`src/rtl/core/xrr_pkg.sv`:
```
// Shared constants, types and the xorshift step for the range generator.
`default_nettype none

package xrr_pkg;

  localparam int DATA_W = 32;
  localparam int CNT_W  = $clog2(DATA_W);

  localparam logic [DATA_W-1:0] DEFAULT_SEED = 32'hA3C59AC3;
  localparam int SHIFT_A = 13;
  localparam int SHIFT_B = 17;
  localparam int SHIFT_C = 5;

  typedef enum logic [1:0] {
    OP_SEED  = 2'd0,
    OP_RAW   = 2'd1,
    OP_RANGE = 2'd2,
    OP_PEEK  = 2'd3
  } xrr_op_t;

  // Request into the modulo unit.
  typedef struct packed {
    logic              start;
    logic [DATA_W-1:0] dividend;
    logic [DATA_W-1:0] divisor;
  } xrr_mod_req_t;

  // Status back from the modulo unit.
  typedef struct packed {
    logic              busy;
    logic              done;
    logic [DATA_W-1:0] rem;
  } xrr_mod_rsp_t;

  function automatic logic [DATA_W-1:0] xorshift_step(input logic [DATA_W-1:0] x);
    logic [DATA_W-1:0] a;
    logic [DATA_W-1:0] b;
    a = x ^ (x << SHIFT_A);
    b = a ^ (a >> SHIFT_B);
    return b ^ (b << SHIFT_C);
  endfunction

endpackage

`default_nettype wire

```
`src/rtl/core/xrr_in_if.sv`:
```
// Request channel: valid, ready and the operation payload.
`default_nettype none

interface xrr_in_if;
  import xrr_pkg::*;

  logic                     valid;
  logic                     ready;
  logic [1:0]               op;
  logic [DATA_W-1:0]        seed_value;
  logic signed [DATA_W-1:0] range_min;
  logic signed [DATA_W-1:0] range_max;

  modport source (output valid, op, seed_value, range_min, range_max, input ready);
  modport sink   (input valid, op, seed_value, range_min, range_max, output ready);
endinterface

`default_nettype wire

```
`src/rtl/core/xrr_out_if.sv`:
```
// Result channel: valid, ready and the result word.
`default_nettype none

interface xrr_out_if;
  import xrr_pkg::*;

  logic              valid;
  logic              ready;
  logic [DATA_W-1:0] value;

  modport source (output valid, value, input ready);
  modport sink   (input valid, value, output ready);
endinterface

`default_nettype wire

```
`src/rtl/core/xrr_modunit.sv`:
```
// Restoring remainder unit: one quotient bit per cycle.
`default_nettype none

module xrr_modunit (
  input  logic                  clk,
  input  logic                  rst,
  input  xrr_pkg::xrr_mod_req_t req,
  output xrr_pkg::xrr_mod_rsp_t rsp
);
  import xrr_pkg::*;

  logic              busy;
  logic              done;
  logic [CNT_W-1:0]  cnt;
  logic [DATA_W-1:0] dvd;
  logic [DATA_W-1:0] dvs;
  logic [DATA_W-1:0] rem;

  logic [DATA_W:0]   shifted;
  logic [DATA_W:0]   diff;
  logic              fits;

  assign shifted = {rem, dvd[DATA_W-1]};
  assign fits    = shifted >= {1'b0, dvs};
  assign diff    = shifted - {1'b0, dvs};

  always_ff @(posedge clk) begin
    if (rst) begin
      busy <= 1'b0;
      done <= 1'b0;
      cnt  <= '0;
    end else begin
      done <= 1'b0;
      if (req.start) begin
        busy <= 1'b1;
        cnt  <= CNT_W'(DATA_W - 1);
        dvd  <= req.dividend;
        dvs  <= req.divisor;
        rem  <= '0;
      end else if (busy) begin
        // remainder stays below the divisor, so the top bit drops cleanly
        rem <= fits ? diff[DATA_W-1:0] : shifted[DATA_W-1:0];
        dvd <= dvd << 1;
        cnt <= cnt - CNT_W'(1);
        if (cnt == '0) begin
          busy <= 1'b0;
          done <= 1'b1;
        end
      end
    end
  end

  assign rsp.busy = busy;
  assign rsp.done = done;
  assign rsp.rem  = rem;

endmodule

`default_nettype wire

```
`src/rtl/core/xorshift32_range_rng.sv`:
```
// Top level of the xorshift32 generator with seed, raw and range operations.
// Each request beat carries an operation: seed loads seed_value (zero selects
// the default A3C59AC3 hex) and returns it; raw advances the xorshift32 state
// (shifts 13, 17, 5) and returns the new word; range returns range_min plus
// the advanced word modulo (range_max - range_min + 1) in 32-bit wrap, and
// returns range_min without advancing when range_max <= range_min (signed);
// peek returns the current state untouched. While the output stage
// has room, a request goes from acceptance in S_IDLE through S_HOLD, which
// moves the result into the output stage, before the next one can be taken.
// A range request with a non-empty, non-full span goes through acceptance,
// 32 steps of the restoring remainder unit at one bit per cycle, S_DIV,
// which adds the lower bound to the remainder, and S_HOLD. A full span
// (whole 32-bit range) needs no modulo and goes straight to S_HOLD.
// Results pass through a registered output stage, so a new request is
// taken while an earlier result beat still waits for the sink; a finished
// result then holds until that beat leaves. A result beat reaches the
// output only after passing through res and the output register.
`default_nettype none

module xorshift32_range_rng (
  input  logic         clk,
  input  logic         rst,
  xrr_in_if.sink       in_ch,
  xrr_out_if.source    out_ch
);
  import xrr_pkg::*;

  typedef enum logic [1:0] {
    S_IDLE,
    S_DIV,
    S_HOLD
  } state_t;

  state_t            state;
  logic [DATA_W-1:0] gen_state;
  logic [DATA_W-1:0] lo_q;
  logic [DATA_W-1:0] res;
  logic              out_valid;
  logic [DATA_W-1:0] out_value;

  logic              in_acc;
  logic              out_free;
  logic [DATA_W-1:0] word;
  logic [DATA_W-1:0] lo;
  logic [DATA_W-1:0] span;
  logic              empty;
  xrr_op_t           op;

  xrr_mod_req_t      mod_req;
  xrr_mod_rsp_t      mod_rsp;

  assign in_ch.ready = (state == S_IDLE);
  assign in_acc      = in_ch.valid && in_ch.ready;
  assign out_free    = !out_valid || out_ch.ready;

  assign op    = xrr_op_t'(in_ch.op);
  assign word  = xorshift_step(gen_state);
  assign lo    = $unsigned(in_ch.range_min);
  assign span  = $unsigned(in_ch.range_max) - lo + DATA_W'(1);
  assign empty = (in_ch.range_max <= in_ch.range_min);

  // Start the remainder unit only for a real modulo; a full span is identity.
  assign mod_req.start    = in_acc && (op == OP_RANGE) && !empty && (span != '0);
  assign mod_req.dividend = word;
  assign mod_req.divisor  = span;

  xrr_modunit u_mod (
    .clk (clk),
    .rst (rst),
    .req (mod_req),
    .rsp (mod_rsp)
  );

  always_ff @(posedge clk) begin
    if (rst) begin
      state     <= S_IDLE;
      gen_state <= DEFAULT_SEED;
      out_valid <= 1'b0;
    end else begin
      // drop the result beat once the sink takes it, unless a new one replaces it
      if (out_valid && out_ch.ready && !((state == S_HOLD) && out_free)) begin
        out_valid <= 1'b0;
      end
      unique case (state)
        S_IDLE: begin
          if (in_acc) begin
            lo_q <= lo;
            unique case (op)
              OP_SEED: begin
                gen_state <= (in_ch.seed_value != '0) ? in_ch.seed_value : DEFAULT_SEED;
                res       <= (in_ch.seed_value != '0) ? in_ch.seed_value : DEFAULT_SEED;
                state     <= S_HOLD;
              end
              OP_RAW: begin
                gen_state <= word;
                res       <= word;
                state     <= S_HOLD;
              end
              OP_RANGE: begin
                if (empty) begin
                  res   <= lo;
                  state <= S_HOLD;
                end else begin
                  gen_state <= word;
                  if (span == '0) begin
                    res   <= lo + word;
                    state <= S_HOLD;
                  end else begin
                    state <= S_DIV;
                  end
                end
              end
              OP_PEEK: begin
                res   <= gen_state;
                state <= S_HOLD;
              end
            endcase
          end
        end
        S_DIV: begin
          if (mod_rsp.done) begin
            res   <= lo_q + mod_rsp.rem;
            state <= S_HOLD;
          end
        end
        S_HOLD: begin
          // hand the result to the output stage once it has room
          if (out_free) begin
            out_value <= res;
            out_valid <= 1'b1;
            state     <= S_IDLE;
          end
        end
        default: begin
          state <= S_IDLE;
        end
      endcase
    end
  end

  assign out_ch.valid = out_valid;
  assign out_ch.value = out_value;

endmodule

`default_nettype wire

```
`src/flat_wrapper.sv`:
```
// flat-port wrapper written by rule: the top's interface ports become plain ports
module xorshift32_range_rng_flat import xrr_pkg::*;
  (clk, rst, in_ch_valid, in_ch_op, in_ch_seed_value, in_ch_range_min, in_ch_range_max, in_ch_ready, out_ch_valid, out_ch_value, out_ch_ready);
  xrr_in_if in_ch_i ();
  xrr_out_if out_ch_i ();
  input  logic clk;
  input  logic rst;
  input wire logic [$bits(in_ch_i.valid)-1:0] in_ch_valid;
  input wire logic [$bits(in_ch_i.op)-1:0] in_ch_op;
  input wire logic [$bits(in_ch_i.seed_value)-1:0] in_ch_seed_value;
  input wire logic [$bits(in_ch_i.range_min)-1:0] in_ch_range_min;
  input wire logic [$bits(in_ch_i.range_max)-1:0] in_ch_range_max;
  output wire logic [$bits(in_ch_i.ready)-1:0] in_ch_ready;
  output wire logic [$bits(out_ch_i.valid)-1:0] out_ch_valid;
  output wire logic [$bits(out_ch_i.value)-1:0] out_ch_value;
  input wire logic [$bits(out_ch_i.ready)-1:0] out_ch_ready;
  assign in_ch_i.valid = in_ch_valid;
  assign in_ch_i.op = in_ch_op;
  assign in_ch_i.seed_value = in_ch_seed_value;
  assign in_ch_i.range_min = in_ch_range_min;
  assign in_ch_i.range_max = in_ch_range_max;
  assign in_ch_ready = in_ch_i.ready;
  assign out_ch_valid = out_ch_i.valid;
  assign out_ch_value = out_ch_i.value;
  assign out_ch_i.ready = out_ch_ready;
  xorshift32_range_rng u_core (.clk(clk), .rst(rst), .in_ch(in_ch_i), .out_ch(out_ch_i));
endmodule
```
`config.mk`:
```
export PLATFORM = sky130hd
export DESIGN_NAME = xorshift32_range_rng_flat
export DESIGN_NICKNAME = d
export VERILOG_FILES = /design/src/rtl/core/xrr_pkg.sv /design/src/rtl/core/xrr_in_if.sv /design/src/rtl/core/xrr_out_if.sv /design/src/rtl/core/xrr_modunit.sv /design/src/rtl/core/xorshift32_range_rng.sv /design/src/flat_wrapper.sv
export SDC_FILE = /design/constraint.sdc
export NUM_CORES = 1
export LEC_CHECK = 0
export BUFFER_PORTS_ARGS = -buffer_cell sky130_fd_sc_hd__buf_2
export CORE_ASPECT_RATIO = 2
export CORE_MARGIN = 10
export CORE_UTILIZATION = 50
export DETAILED_ROUTE_END_ITERATION = 7
export PLACE_DENSITY = 0.68
export RECOVER_POWER = 25
export SETUP_SLACK_MARGIN = 0.05
export SLEW_MARGIN = 5
export SYNTH_ARGS = -nofsm -noshare
export SYNTH_HDL_FRONTEND = slang
export SYNTH_SLANG_ARGS = --single-unit
```
`constraint.sdc`:
```
create_clock -name clk -period 9.5 [get_ports clk]
set_clock_uncertainty 0.1 [all_clocks]
set_input_delay 0 -clock clk [delete_from_list [all_inputs] [get_ports clk]]
set_output_delay 0 -clock clk [all_outputs]
set_load 0.02 [all_outputs]
```
* After elaboration in Yosys (flattened, before gate mapping)
Index checks and enable logic that the tools add are counted.
** Storage, ports and cells
- Flip-flop bits (word level) :: 234
- Output and inout bits :: 34
** Cells by class
- Order comparisons :: 2
- Bitwise logic cells :: 5
- Eq/ne operators :: 10
- Reduce and logical (&&, ||, !) cells :: 29
- $add $sub $neg :: 6
- Multiplexer cells :: 29
** Operators by type and width (count)
- two-way mux 32 bit :: 10
- case mux 32 bit (4 select lines) :: 1
- case mux 32 bit (3 select lines) :: 1
- adder 32 bit :: 2
- case mux 32 bit (2 select lines) :: 1
- nonzero test 32 bit :: 2
- subtractor 32 bit :: 2
- bitwise XOR 32 bit :: 2
- >= comparator 33 x 32 -> 1 bit :: 1
- adder 32 x 1 -> 32 bit (second input constant) :: 1
- <= comparator 32 bit :: 1
- zero test 32 bit :: 1
- bitwise XOR 32 x 15 -> 32 bit :: 1
- two-way mux 2 bit :: 5
- two-way mux 5 bit :: 2
- AND reduction 3 bit :: 3
- logical AND 1 bit :: 7
- two-way mux 1 bit :: 7
- == test 2 bit (second input constant) :: 3
- inequality test 2 bit (second input constant) :: 3
- case mux 2 bit (3 select lines) :: 1
- OR reduction 3 bit :: 2
- zero test 5 bit :: 1
- AND reduction 5 bit :: 1
- other kinds (13) :: 20

* Logic depth before layout (Yosys ltp)
- Word-level depth :: 9
- Gate-level depth with buffers :: 19

* Hierarchy
Synthesis repeated with hierarchy kept, for this count alone.
** Unflattened totals
- Cell total of the unflattened synthesis :: 1939
- Area total of the unflattened synthesis :: 18532.8 µm²
** Modules (own cells, without submodules)
- xorshift32_range_rng :: cells an instance 1421, area an instance 12539.5 µm², instances 1
- xrr_modunit :: cells an instance 518, area an instance 5993.2 µm², instances 1

* Worst setup path after synthesis
No wires, ideal clock.
- Path type :: input -> register
- From :: in in_ch_range_max[1]
- To :: reg u_core.u_mod.dvd[0] (enable)
- Path buffers :: 2
- Arrival :: 7536 ps
- Cell stages on the path :: 17
- Required time :: 8826 ps
- Slack :: 1290 ps
- Path through :: inv_1 -> ha_1 -> inv_1 -> ha_1 -> inv_1 -> fa_1 -> buf_2 -> nor4_2 -> o31ai_2 -> o211a_1 -> o211ai_1 -> a31oi_1 -> a311oi_2 -> nor2_1 -> a211o_1 -> buf_2 -> o21ai_0
** RTL lines
- from (decl) :: RTL line flat_wrapper.sv:12 : input wire logic [$bits(in_ch_i.range_max)-1:0] in_ch_range_max;
- to (signal assigned) :: RTL line xrr_modunit.sv:37 : dvd <= req.dividend;
- to (signal assigned) :: RTL line xrr_modunit.sv:43 : dvd <= dvd << 1;
- to (decl) :: RTL line xrr_modunit.sv:15 : logic [DATA_W-1:0] dvd;

==> reports/metrics.cfg <==
[run_status]
status=finished with violations
violations=capacitance limit, slew limit

[min_path]
hp-class=in2reg
hold_path_startpoint=rst

[power]
pwr_density_cell_nw_per_um2=186.3
total_power_w=0.003875
vdd_drop_max_mv=0.1378
leakagePower_nw=8.405

[routing]
vias=16000
post_drt_via_cell_ratio=6.206
ant_nets=0
wl_mm=63.03
drc=0
drt_iter0_drc=1017
drt_pass1_iterations=5
wl_per_cell_um=24.45

[synth]
yosysWarnings=0
syn_area_per_cell_um2=9.496
netlist_area_um2=18360
yosysUniqueCellTypes=75
synth_area_leader_cell=edfxtp_1
ys_ff_latch=234
synth_flop_cell=edfxtp_1
synthArstFlopShare_pct=0
syn-instance-count=1933
synth.area.top_cells=edfxtp_1 31%, ha_1 11%, xnor2_1 5.7%, a21oi_1 4.6%, dfxtp_1 4.6%
seq_area_frac_synth_pct=35.99
synth_top_cell_area_share_pct=31.41
synth_fp_nets=2216
yosysMostFrequentCell=edfxtp_1
synthTopCellsByCount=192 x edfxtp_1, 178 x nor2_1, 169 x a21oi_1
synth_edf_count=192

[clock_tree]
cts_sinks=234
htree_num_levels=1
cts_buffers=23
root_buffer=clkbuf_16
worstSkewPairLatency_ns=0.54
cts_tree=done
clkTransAtPathRegs_ns=0.07
clock_path_buffers=3
cts_setup_buffers=0

[timing]
fin_crit_sh_pct=60.47
tightest_slew_ns=1.967
slew_headroom_pct=-31.12
worst_hold_slack_ns=0.02195
final_hold_viol_count=0
setup_tns_ns=0
rsz0062_at_grt=false
setup_viol=0
finalMaxSlewViolations=31
clock.fmax_mhz=174.1
period_needed_ns=5.745

[place]
gp_congestion=0.9764
dp.final_hpwl_mm=49.53
port_buffers=135

[floorplan]
design.die.area_um2=45240
die_h_um=291.0
num_rows=99
initial_core_util_pct=50.40
die_w_um=155.5
core_um2=36420
ios=136

[critical_path]
reg2reg_from=u_core.gen_state[6]$_SDFFE_PP1P_
endpoint_kind=flop
max_stage_delay_ns=0.66
crit_fanout=49
path_cells=dlygate4sd3_1 -> clkbuf_1 -> inv_1 -> ha_1 -> ha_1 -> a31oi_1 -> nor2_1 -> o31ai_2 -> o21ai_2 -> a211oi_1 -> nor2_1 -> o31ai_1 -> xor2_1 -> nor2_1 -> a211o_1 -> o21ai_4 -> buf_4
required_ns=9.57
crit_arrival_ns=5.82
cpMostUsedCell=nor2_1
setup.worst_path.start=in_ch_range_min[4]
slowest_stage=buf_4
start_kind=input port
cp_num_buf_inv=4
cp_top_family=compound AO/OA/AOI/OAI gates
worstSetupPathType=in2reg

[global_routing]
grt_usage_pct=26.85
antenna_found_initial=0
grt_pass1_vias=16460
grt_max_degree=57
grt_pass1_wl_mm=94.76
grt.overflow.total=0

[run]
cap_violations=1

[finish]
nFillCells=3271
syn_to_final_growth_pct=13.31
drive_above_1_share_pct=9.181
layout.nets=2391
diodes=0

==> flip-flops by register name, indices dropped and copies added (netlist names), 2 cells and up <==
register             flops
u_core.state             2
u_core.gen_state        32
u_core.u_mod.dvd        32
u_core.u_mod.dvs        32
u_core.u_mod.cnt         5
u_core.res              32
u_core.u_mod.rem        32
u_core.lo_q             32
u_core.out_ch.value     32
==> path summary, 6_finish.rpt <==
kind	to	slack, ns	cells after the start
worst min-delay path	u_core.gen_state[30]$_SDFFE_PP0P_	0.02	3
worst max register to register	u_core.res[30]$_DFFE_PP_	4.03	16
worst min register to register	u_core.out_ch.value[18]$_DFFE_PP_	0.31	0
worst max-delay path	u_core.u_mod.dvd[3]$_DFFE_PP_	3.76	17
==> layer usage <==
| layer | share of wire, % | GRT usage [%] | up-vias |
|---|---|---|---|
| met4 | 7.2 | 17.03 | 0 |
| met5 | 0 | 0 | - |
| li1 | - | - | 7466 |
| met2 | 52 | 48.67 | 664 |
| met3 | 5.0 | 2.895 | 202 |
| met1 | 36 | 28.57 | 7667 |
==> final cells by class <==
class                   instances  area (µm²)  share of cell area (%)
repair buffers                226        1440                   6.924
well taps                     454       568.0                   2.731
clock inverters                11       70.07                  0.3369
multi-input cells            1494       11000                   52.88
clock buffers                  30       631.9                   3.038
flip-flops and latches        234        6606                   31.76
inverters                     129       484.2                   2.328
==> worst min-delay path: cells and delay by family <==
family                 cells  cell delay, ns
buffers and inverters      2            0.41
AOI/OAI and AO/OA          1            0.19
==> kinds of logic after synthesis <==
group,Yosys count,synth area share (%)
muxes,70,4.601
xor gates and xnor gates,180,8.671
and+or+nand+nor,506,13.20
adders and majority gates,181,13.03
buffers and inverters,205,4.410
AOI/OAI and AO/OA,557,20.09
DFF,234,35.99
==> stage by stage <==
step / setup WS [ns] / util [%] / cell area (µm²) / std cells
floorplan: 1.290 / - / 18360 / 1933
global placement: 4.115 / 53.59 / 19520 / 2470
detailed placement: 4.007 / 53.59 / 19520 / 2470
CTS: 3.989 / 57.36 / 20890 / 2578
global route: 3.553 / 57.11 / 20800 / 2578
finish: 3.755 / 57.11 / 20800 / 2578
==> cell usage in the layout (no fill, tap or decap), drive strengths merged, types with 30 or more instances in the layout <==
| master | synthesis | routed |
|---|---|---|
| a21o | 51 | 51 |
| a21oi | 169 | 169 |
| buf | 17 | 92 |
| clkbuf | 59 | 97 |
| dfxtp | 42 | 42 |
| dlygate4sd3 | 0 | 67 |
| edfxtp | 192 | 192 |
| ha | 164 | 164 |
| inv | 129 | 131 |
| mux2 | 40 | 40 |
| mux2i | 30 | 30 |
| nand2 | 116 | 116 |
| nor2 | 178 | 178 |
| nor3 | 37 | 37 |
| o21ai | 102 | 102 |
| xnor2 | 121 | 121 |
| xor2 | 59 | 59 |
==> report_power, final <==
group	switching, W	internal, W	leakage, nW
Clock	0.000424	0.000473	0.336
Sequential	0.0000505	0.00120	2.10
Combinational	0.00104	0.000690	5.97
Total	0.00152	0.00236	8.40
==> repair_timing <==
item	in CTS	in global routing
hold buffers	67	0
hold endpoints to repair	99	0
resized for setup	0	0
(Power assumes the default switching activity.)
